### src/rtl/stbp_pkg.sv
// shared types, constants and command codes of the serial transmit buffer port
// depends on nothing; every module of the block imports it
package stbp_pkg;

   localparam int DEPTH  = 128;
   localparam int IDX_W  = $clog2(DEPTH);
   localparam int CNT_W  = $clog2(DEPTH + 1);
   localparam int DATA_W = 32;
   localparam int BUDGET_W = 6;
   localparam int REQ_TDATA_W = 40;
   localparam int REQ_TUSER_W = 3;
   localparam int RSP_TDATA_W = 40;
   localparam int QCNT_W = 2;

   typedef enum logic [1:0] {
      CMD_WRITE = 2'd0,
      CMD_READ  = 2'd1,
      CMD_TICK  = 2'd2
   } cmd_type;

   localparam logic REG_DATA = 1'b0;
   localparam logic REG_CMD  = 1'b1;

   localparam logic KIND_READ = 1'b0;
   localparam logic KIND_TX   = 1'b1;

   localparam logic [DATA_W-1:0] IRQ_ON        = 32'h0000_0004;
   localparam logic [DATA_W-1:0] IRQ_OFF       = 32'h0000_0005;
   localparam logic [DATA_W-1:0] DATA_READBACK = 32'hFFFF_FFFF;

   typedef struct packed {
      logic              wr_en;
      logic [IDX_W-1:0]  wr_addr;
      logic [DATA_W-1:0] wr_data;
      logic              rd_en;
      logic [IDX_W-1:0]  rd_addr;
   } store_req_type;

   typedef struct packed {
      logic              kind;
      logic [DATA_W-1:0] value;
      logic              irq;
      logic              last;
   } rsp_item_type;

   typedef struct packed {
      logic             busy;
      logic [CNT_W-1:0] fill;
   } stat_type;

endpackage

### src/rtl/stbp_store.sv
// transmit word store: one write port, one read port with registered data
// depends on stbp_pkg
module stbp_store (
   input  logic                  clock,
   input  stbp_pkg::store_req_type req,
   output logic [stbp_pkg::DATA_W-1:0] rd_data
);
   import stbp_pkg::*;

   logic [DATA_W-1:0] mem [DEPTH];
   logic [DATA_W-1:0] rd_data_ff;

   always_ff @(posedge clock) begin
      if (req.wr_en) begin
         mem[req.wr_addr] <= req.wr_data;
      end
      if (req.rd_en) begin
         rd_data_ff <= mem[req.rd_addr];
      end
   end

   assign rd_data = rd_data_ff;

endmodule

### src/rtl/stbp_rspq.sv
// two-word result queue between the sequencer and the result channel
// depends on stbp_pkg
module stbp_rspq (
   input  logic                         clock,
   input  logic                         reset,
   input  logic                         push,
   input  stbp_pkg::rsp_item_type       push_item,
   output logic                         out_valid,
   input  logic                         out_ready,
   output stbp_pkg::rsp_item_type       out_item,
   output logic                         pop,
   output logic [stbp_pkg::QCNT_W-1:0]  count
);
   import stbp_pkg::*;

   rsp_item_type      ent_ff [2];
   logic              wr_ptr_ff, wr_ptr_in;
   logic              rd_ptr_ff, rd_ptr_in;
   logic [QCNT_W-1:0] count_ff, count_in;

   always_comb begin
      pop       = (count_ff != '0) && out_ready;
      wr_ptr_in = push ? ~wr_ptr_ff : wr_ptr_ff;
      rd_ptr_in = pop ? ~rd_ptr_ff : rd_ptr_ff;
      count_in  = count_ff + QCNT_W'(push) - QCNT_W'(pop);
   end

   always_ff @(posedge clock) begin
      if (reset) begin
         wr_ptr_ff <= 1'b0;
         rd_ptr_ff <= 1'b0;
         count_ff  <= '0;
      end else begin
         wr_ptr_ff <= wr_ptr_in;
         rd_ptr_ff <= rd_ptr_in;
         count_ff  <= count_in;
      end
      if (push) begin
         ent_ff[wr_ptr_ff] <= push_item;
      end
   end

   assign out_valid = (count_ff != '0);
   assign out_item  = ent_ff[rd_ptr_ff];
   assign count     = count_ff;

endmodule

### src/rtl/stbp_ctrl.sv
// sequencer: register decode, fill and send indices, drain of the store
// depends on stbp_pkg; drives stbp_store and feeds stbp_rspq
module stbp_ctrl (
   input  logic                            clock,
   input  logic                            reset,
   input  logic                            req_valid,
   output logic                            req_ready,
   input  logic [1:0]                      req_cmd,
   input  logic                            req_reg_sel,
   input  logic [stbp_pkg::DATA_W-1:0]     req_write_value,
   input  logic [stbp_pkg::BUDGET_W-1:0]   req_tick_budget,
   output stbp_pkg::store_req_type         store_req,
   input  logic [stbp_pkg::DATA_W-1:0]     store_rd_data,
   input  logic [stbp_pkg::QCNT_W-1:0]     q_count,
   input  logic                            q_pop,
   output logic                            q_push,
   output stbp_pkg::rsp_item_type          q_item,
   output stbp_pkg::stat_type              stat
);
   import stbp_pkg::*;

   typedef enum logic {ST_IDLE, ST_DRAIN} state_type;

   typedef struct packed {
      logic         valid;
      logic         from_mem;
      rsp_item_type item;
   } meta_type;

   state_type           state_ff, state_in;
   logic [CNT_W-1:0]    fill_ff, fill_in;
   logic [IDX_W-1:0]    send_ff, send_in;
   logic                busy_ff, busy_in;
   logic                irq_en_ff, irq_en_in;
   logic [BUDGET_W-1:0] budget_ff, budget_in;
   meta_type            meta_ff, meta_in;

   logic             slot_ok;
   logic             accept;
   logic [CNT_W-1:0] next_send;
   logic             empty;
   logic             last_word;
   cmd_type          cmd;

   always_comb begin
      cmd = cmd_type'(req_cmd);
      // room in the queue counting the word still in flight from the store
      slot_ok = ({1'b0, q_count} + {2'b0, meta_ff.valid}) < (3'd2 + {2'b0, q_pop});
      req_ready = (state_ff == ST_IDLE) && slot_ok;
      accept    = req_valid && req_ready;

      next_send = {{(CNT_W-IDX_W){1'b0}}, send_ff} + CNT_W'(1);
      empty     = (next_send == fill_ff);
      last_word = empty || (budget_ff == BUDGET_W'(1));

      state_in  = state_ff;
      fill_in   = fill_ff;
      send_in   = send_ff;
      busy_in   = busy_ff;
      irq_en_in = irq_en_ff;
      budget_in = budget_ff;
      meta_in   = meta_ff;
      meta_in.valid = 1'b0;

      store_req.wr_en   = 1'b0;
      store_req.wr_addr = fill_ff[IDX_W-1:0];
      store_req.wr_data = req_write_value;
      store_req.rd_en   = 1'b0;
      store_req.rd_addr = send_ff;

      case (state_ff)
         ST_IDLE: begin
            if (accept) begin
               case (cmd)
                  CMD_WRITE: begin
                     if (req_reg_sel == REG_DATA) begin
                        if (fill_ff < CNT_W'(DEPTH)) begin
                           store_req.wr_en = 1'b1;
                           fill_in = fill_ff + CNT_W'(1);
                           if (fill_in == CNT_W'(DEPTH)) begin
                              busy_in = 1'b1;
                           end
                        end
                     end else if (req_write_value == IRQ_ON) begin
                        irq_en_in = 1'b1;
                     end else if (req_write_value == IRQ_OFF) begin
                        irq_en_in = 1'b0;
                     end
                  end
                  CMD_READ: begin
                     meta_in.valid      = 1'b1;
                     meta_in.from_mem   = 1'b0;
                     meta_in.item.kind  = KIND_READ;
                     meta_in.item.value = (req_reg_sel == REG_CMD) ?
                                          {{(DATA_W-1){1'b0}}, busy_ff} : DATA_READBACK;
                     meta_in.item.irq   = 1'b0;
                     meta_in.item.last  = 1'b1;
                  end
                  CMD_TICK: begin
                     if ((req_tick_budget != '0) && (fill_ff != '0)) begin
                        budget_in = req_tick_budget;
                        state_in  = ST_DRAIN;
                     end
                  end
                  default: begin
                  end
               endcase
            end
         end
         ST_DRAIN: begin
            if (slot_ok) begin
               store_req.rd_en    = 1'b1;
               meta_in.valid      = 1'b1;
               meta_in.from_mem   = 1'b1;
               meta_in.item.kind  = KIND_TX;
               meta_in.item.value = '0;
               meta_in.item.irq   = empty && irq_en_ff;
               meta_in.item.last  = last_word;
               budget_in = budget_ff - BUDGET_W'(1);
               if (empty) begin
                  fill_in = '0;
                  send_in = '0;
                  busy_in = 1'b0;
               end else begin
                  send_in = next_send[IDX_W-1:0];
               end
               if (last_word) begin
                  state_in = ST_IDLE;
               end
            end
         end
         default: begin
            state_in = ST_IDLE;
         end
      endcase

      q_push = meta_ff.valid;
      q_item = meta_ff.item;
      if (meta_ff.from_mem) begin
         q_item.value = store_rd_data;
      end

      stat.busy = busy_ff;
      stat.fill = fill_ff;
   end

   always_ff @(posedge clock) begin
      if (reset) begin
         state_ff  <= ST_IDLE;
         fill_ff   <= '0;
         send_ff   <= '0;
         busy_ff   <= 1'b0;
         irq_en_ff <= 1'b0;
         budget_ff <= '0;
         meta_ff   <= '0;
      end else begin
         state_ff  <= state_in;
         fill_ff   <= fill_in;
         send_ff   <= send_in;
         busy_ff   <= busy_in;
         irq_en_ff <= irq_en_in;
         budget_ff <= budget_in;
         meta_ff   <= meta_in;
      end
   end

endmodule

### src/rtl/serial_tx_buffer_port_top.sv
// serial transmit buffer port: bus writes fill a word store, ticks drain it
// a bus read word passes through the sequencer's result register into the result queue; a tick
// enters the drain state, then sends one word per cycle from the single store read port while
// the result queue has room; no request is taken while a tick drains the store
// reset: synchronous, clears indices, busy, interrupt enable and the result queue;
// the store itself is not cleared, only written entries are ever read
module serial_tx_buffer_port_top (
   input  logic                                clock,
   input  logic                                reset,
   // request channel
   input  logic                                req_tvalid,
   output logic                                req_tready,
   input  logic [stbp_pkg::REQ_TDATA_W-1:0]    req_tdata,  // write_value, tick_budget, zero pad
   input  logic [stbp_pkg::REQ_TUSER_W-1:0]    req_tuser,  // cmd, reg_sel
   // result channel
   output logic                                rsp_tvalid,
   input  logic                                rsp_tready,
   output logic [stbp_pkg::RSP_TDATA_W-1:0]    rsp_tdata,  // value, irq, zero pad
   output logic [0:0]                          rsp_tuser,  // kind
   output logic                                rsp_tlast
);
   import stbp_pkg::*;

   store_req_type     store_req;
   logic [DATA_W-1:0] store_rd_data;
   logic [QCNT_W-1:0] q_count;
   logic              q_pop;
   logic              q_push;
   rsp_item_type      q_item;
   rsp_item_type      out_item;
   stat_type          stat;

   // sequencer owns the store indices and all flags; store holds the words
   stbp_ctrl u_ctrl (
      .clock           (clock),
      .reset           (reset),
      .req_valid       (req_tvalid),
      .req_ready       (req_tready),
      .req_cmd         (req_tuser[1:0]),
      .req_reg_sel     (req_tuser[2]),
      .req_write_value (req_tdata[31:0]),
      .req_tick_budget (req_tdata[37:32]),
      .store_req       (store_req),
      .store_rd_data   (store_rd_data),
      .q_count         (q_count),
      .q_pop           (q_pop),
      .q_push          (q_push),
      .q_item          (q_item),
      .stat            (stat)
   );

   stbp_store u_store (
      .clock   (clock),
      .req     (store_req),
      .rd_data (store_rd_data)
   );

   // result queue decouples the drain from a stalled consumer
   stbp_rspq u_rspq (
      .clock     (clock),
      .reset     (reset),
      .push      (q_push),
      .push_item (q_item),
      .out_valid (rsp_tvalid),
      .out_ready (rsp_tready),
      .out_item  (out_item),
      .pop       (q_pop),
      .count     (q_count)
   );

   // pack result word
   assign rsp_tdata = {{(RSP_TDATA_W-DATA_W-1){1'b0}}, out_item.irq, out_item.value};
   assign rsp_tuser = out_item.kind;
   assign rsp_tlast = out_item.last;

   // queue comes out of reset empty
   a_reset_empty: assert property (@(posedge clock) reset |=> !rsp_tvalid)
      else $error("result valid right after reset");

   // credit check in the sequencer must keep the queue from overflowing
   a_no_overflow: assert property (@(posedge clock) disable iff (reset)
      (q_push && (q_count == QCNT_W'(2))) |-> q_pop)
      else $error("result queue overflow");

   // busy tracks a full store
   a_busy_full: assert property (@(posedge clock) disable iff (reset)
      stat.busy == (stat.fill == CNT_W'(DEPTH)))
      else $error("busy flag out of step with fill index");

endmodule

### config.mk
export PLATFORM = sky130hd
export DESIGN_NAME = serial_tx_buffer_port_top
export DESIGN_NICKNAME = d
export VERILOG_FILES = /design/src/rtl/stbp_pkg.sv /design/src/rtl/stbp_store.sv /design/src/rtl/stbp_rspq.sv /design/src/rtl/stbp_ctrl.sv /design/src/rtl/serial_tx_buffer_port_top.sv
export SDC_FILE = /design/constraint.sdc
export NUM_CORES = 2
export LEC_CHECK = 0
export BUFFER_PORTS_ARGS = -buffer_cell sky130_fd_sc_hd__buf_2
export CAP_MARGIN = 20
export CORE_MARGIN = 4
export CORE_UTILIZATION = 55
export CTS_CLUSTER_SIZE = 16
export DETAILED_ROUTE_END_ITERATION = 16
export PLACE_DENSITY = 0.73
export SYNTH_ARGS = -nofsm -noshare
export SYNTH_HDL_FRONTEND = slang
export SYNTH_MEMORY_MAX_BITS = 65536
export SYNTH_SLANG_ARGS = --single-unit
### constraint.sdc
create_clock -name clock -period 3.55 [get_ports clock]
set_input_delay 0.1775 -clock clock [delete_from_list [all_inputs] [get_ports clock]]
set_output_delay 0.1775 -clock clock [all_outputs]
set_load 0.02 [all_outputs]
==> key figures <==
Run status
  – Status: completed

Setup path
  – CP Class: reg2reg
  – CP max stage delay: 0.59 ns
  – Critical path arrival: 4.03 ns
  – Critical path fanouts, max: between 50 and 60
  – Worst endpoint required time: 4.16 ns
  – Largest delay contributor family on the critical path: multiplexers
  – Worst path depth: 8
  – Slowest cell on the critical path: mux4_2
  – Bufs and invs on worst path: 2
  – Crit end category: register
  – Worst-path cell chain: buf_12 > mux4_2 > mux2i_1 > a21oi_1 > nor4_1 > buf_4 > o21a_1 > a221oi_1
  – Critical Path Source Type: register
  – R2R depth: 8

Timing
  – Fin Clk Skew: 0.04040 ns
  – Final hold slack: about 0.047 ns
  – Worst-Margin Slew: about 1.2 ns
  – Final setup vio count: 0
  – Slew margin rel.: between 10% and 20%
  – Slew Viols, Final: 0
  – Hold Fails Final Rpt: 0
  – Min Tclk post-route: around 3.4 ns
  – Final WS setup: 0.1309 ns
  – Final Cycle Share: 96.31%
  – Max Freq: just under 300 MHz
  – RSZ-0062 raised after global routing: no

Global routing
  – Gr ovfl total: 0
  – Largest net degree at the start of global routing: 129
  – First-pass GRT wire length: about 600000 µm
  – Total GRT Usage: between 20% and 30%
  – Number of global-route vias before repair: approximately 81000
  – Initial antenna violation count: 21

Logic synthesis
  – Synthesis Warnings: 0
  – Cell count after synthesis: roughly 7000
  – Post-synth EDFFs: between 4000 and 5000
  – Prevailing post-synth register cell: edfxtp_1
  – Asr flop ratio synth: 0%
  – Sequential fraction of the synthesis area: about four fifths
  – Yosys reg bits: roughly 4200
  – Post-synthesis average cell area: ~23 µm²
  – Mapped cell area: approximately 160000 µm²
  – Number of distinct library cells after synthesis: 57

Power and ir drop
  – Leak Pwr: 56.00 nW
  – P per Cell Area: ~540 nW/µm²
  – VDD IR-drop max: ~0.40 mV

Floorplan
  – Top-level port count: 91
  – Initial core utilization: 55.39%
  – Num rows: between 150 and 200
  – Core box area: about 290000 µm²
  – Die height: 550.1 µm
  – Die width: 550.1 µm
  – Die area: approximately 300000 µm²

Placed design
  – Placed insts: 11053
  – Placer congestion estimate: 0.9291
  – Pre-CTS setup slack: between 0.04 and 0.05 ns
  – Detailed Place HPWL: 231300 µm
  – Port Buffers: between 80 and 90

Clock tree
  – H-tree Lvls: 5
  – Worst-skew pair later-pin latency: approximately 0.9 ns
  – Clk slew on worst S/H paths: around 0.07 ns
  – CTS sink count: 4233
  – CTS tree: yes
  – Deepest clock path buffer count: 4
  – CTS Buf Count: between 400 and 500
  – Post-CTS Setup Inserts: 0
  – Root Buffer Master: clkbuf_16

Finish
  – Area delta synth->final: 14.59%
  – Final #Nets: roughly 7700
  – Non-Filler Instances: 11843
  – Fill cell count: around 19000
  – Layout cells sized above 1: about 31%

Drt
  – Vias/cell: between 6 and 7
  – Antenna-violating nets left: 0
  – Via Count: between 80000 and 90000
  – Post-Route WL: approximately 420000 µm
  – Detailed-route wire length per cell: 35.50 µm
  – First-pass detailed-route iteration total: 6
  – Initial DRC count: 12741
  – DRC violations left: 0

Run
  – Max_cap viols: 0

Worst hold path
  – Hold depth: 2
  – Hold WC Path Type: in2reg
-- per-layer routing --
layer / part of all wire (%) / GRT usage, % / vias up
met2: 48 / 43.80 / 5517
met5: 0.011 / 0 / -
met3: 12 / 6.830 / 859
met1: 35 / 38.19 / 42420
met4: 4.7 / 11.07 / 8
li1: - / - / 31243
-- cells in the mapped netlist (15+ instances only) --
| cell type | count | share of area [%] |
|---|---|---|
| mux2i_1 | 122 | 0.76 |
| buf_2 | 136 | 0.42 |
| a221oi_1 | 26 | 0.14 |
| o21a_1 | 32 | 0.15 |
| mux2_2 | 55 | 0.38 |
| a22o_1 | 27 | 0.15 |
| mux4_2 | 1094 | 15 |
| dfxtp_1 | 35 | 0.43 |
| o211ai_1 | 44 | 0.20 |
| a21oi_1 | 94 | 0.29 |
| nand2_1 | 120 | 0.28 |
| a211oi_1 | 18 | 0.084 |
| nor4_1 | 35 | 0.14 |
| o221ai_1 | 63 | 0.34 |
| a22oi_1 | 138 | 0.64 |
| buf_1 | 42 | 0.098 |
| inv_1 | 15 | 0.035 |
| nor2_1 | 212 | 0.49 |
| buf_4 | 43 | 0.20 |
| nand3_1 | 71 | 0.22 |
| edfxtp_1 | 4198 | 78 |
| clkbuf_1 | 176 | 0.41 |
| o21ai_0 | 67 | 0.21 |
-- kinds of logic after synthesis --
family	after synthesis	synth area share (%)
DFF	4233	78.42
muxes	1271	16.38
AOI/OAI and AO/OA	544	2.363
and+or+nand+nor	514	1.434
buffers and inverters	427	1.257
xor gates and xnor gates	11	0.05960
adders and majority gates	10	0.07741
other	1	0.002320
-- placed cells by master, fill, tap and decap left out, types with 15 or more instances in the layout --
| master | n |
|---|---|
| buf_4 | 305 |
| buf_2 | 51 |
| a221oi_1 | 26 |
| clkinv_2 | 71 |
| nand2_1 | 118 |
| dlygate4sd3_1 | 52 |
| clkbuf_16 | 408 |
| nor4_1 | 19 |
| a211oi_1 | 17 |
| edfxtp_1 | 4198 |
| clkinvlp_4 | 21 |
| o221ai_1 | 63 |
| a21oi_1 | 94 |
| o211ai_1 | 44 |
| dfxtp_1 | 28 |
| mux2_2 | 55 |
| clkinv_1 | 97 |
| nor2_1 | 83 |
| inv_1 | 15 |
| mux2i_1 | 122 |
| bufinv_16 | 32 |
| nand3_1 | 67 |
| a22o_1 | 27 |
| o21a_1 | 32 |
| nor4_2 | 15 |
| a22oi_1 | 138 |
| buf_12 | 188 |
| clkbuf_1 | 81 |
| mux4_2 | 1094 |
| nor2_4 | 129 |
| o21ai_0 | 64 |
-- power breakdown --
part | internal (mW) | leakage (nW) | switching, mW
Combinational | 1.17 | 11.8 | 2.32
Clock | 23.5 | 6.12 | 18.0
Sequential | 55.0 | 38.0 | 0.0608
-- worst paths after layout --
kind                                         from                   to  slack [ns]
worst max register to register  u_ctrl.send_ff[0]  u_store.rd_data[27]        0.13
worst max-delay path            u_ctrl.send_ff[0]  u_store.rd_data[27]        0.13
worst min register to register   u_ctrl.irq_en_ff     u_ctrl.q_item[1]        0.50
worst min-delay path                req_tdata[22]   u_store.mem[6][22]        0.05
-- what timing repair did --
item | in CTS | in global routing
hold buffers | 52 | 0
resized for setup | 0 | 1
endpoints found under the setup margin | 0 | 1
hold endpoints to repair | 1382 | 0
-- stage by stage --
stage	TNS [ns]	cell area, µm²	utilization (%)	total power [mW]
after floorplan	-370.23	161700	-	57.66
after global placement	-0.09278	172000	58.95	59.41
after detailed placement	0	172100	58.96	59.54
after CTS	0	185200	63.45	100.4
after global routing	0	185200	63.46	102.8
final	0	185200	63.46	100.0
-- final cells by class --
class | count | area, µm² | share of cell area (%)
Antenna cell | 11 | 27.53 | 0.01486
Clock buffer | 496 | 10610 | 5.729
Clock inverter | 231 | 1978 | 1.068
Inverter | 17 | 71.32 | 0.03851
Multi-Input combinational cell | 2357 | 34010 | 18.36
Sequential cell | 4233 | 126800 | 68.45
Tap cell | 3900 | 4880 | 2.635
Timing Repair Buffer | 598 | 6855 | 3.701
-- state kept, by name, indices dropped and copies added, names as in the netlist, 3 cells and up, named ones only --
register / count
u_ctrl.budget_ff: 6
u_rspq.ent_ff: 70
u_store.rd_data: 32
u_ctrl.fill_ff: 8
u_store.mem: 4096
u_ctrl.send_ff: 7
u_ctrl.q_item: 3
-- worst reg2reg max path, stage by stage, from the launching register on --
cell and delay (ns):
dfxtp_4 0.49, buf_12 0.37, mux4_2 0.71, mux2i_1 0.27
a21oi_1 0.25, nor4_1 0.59, buf_4 0.27, o21a_1 0.13
a221oi_1 0.04
(Power assumes the default switching activity.)
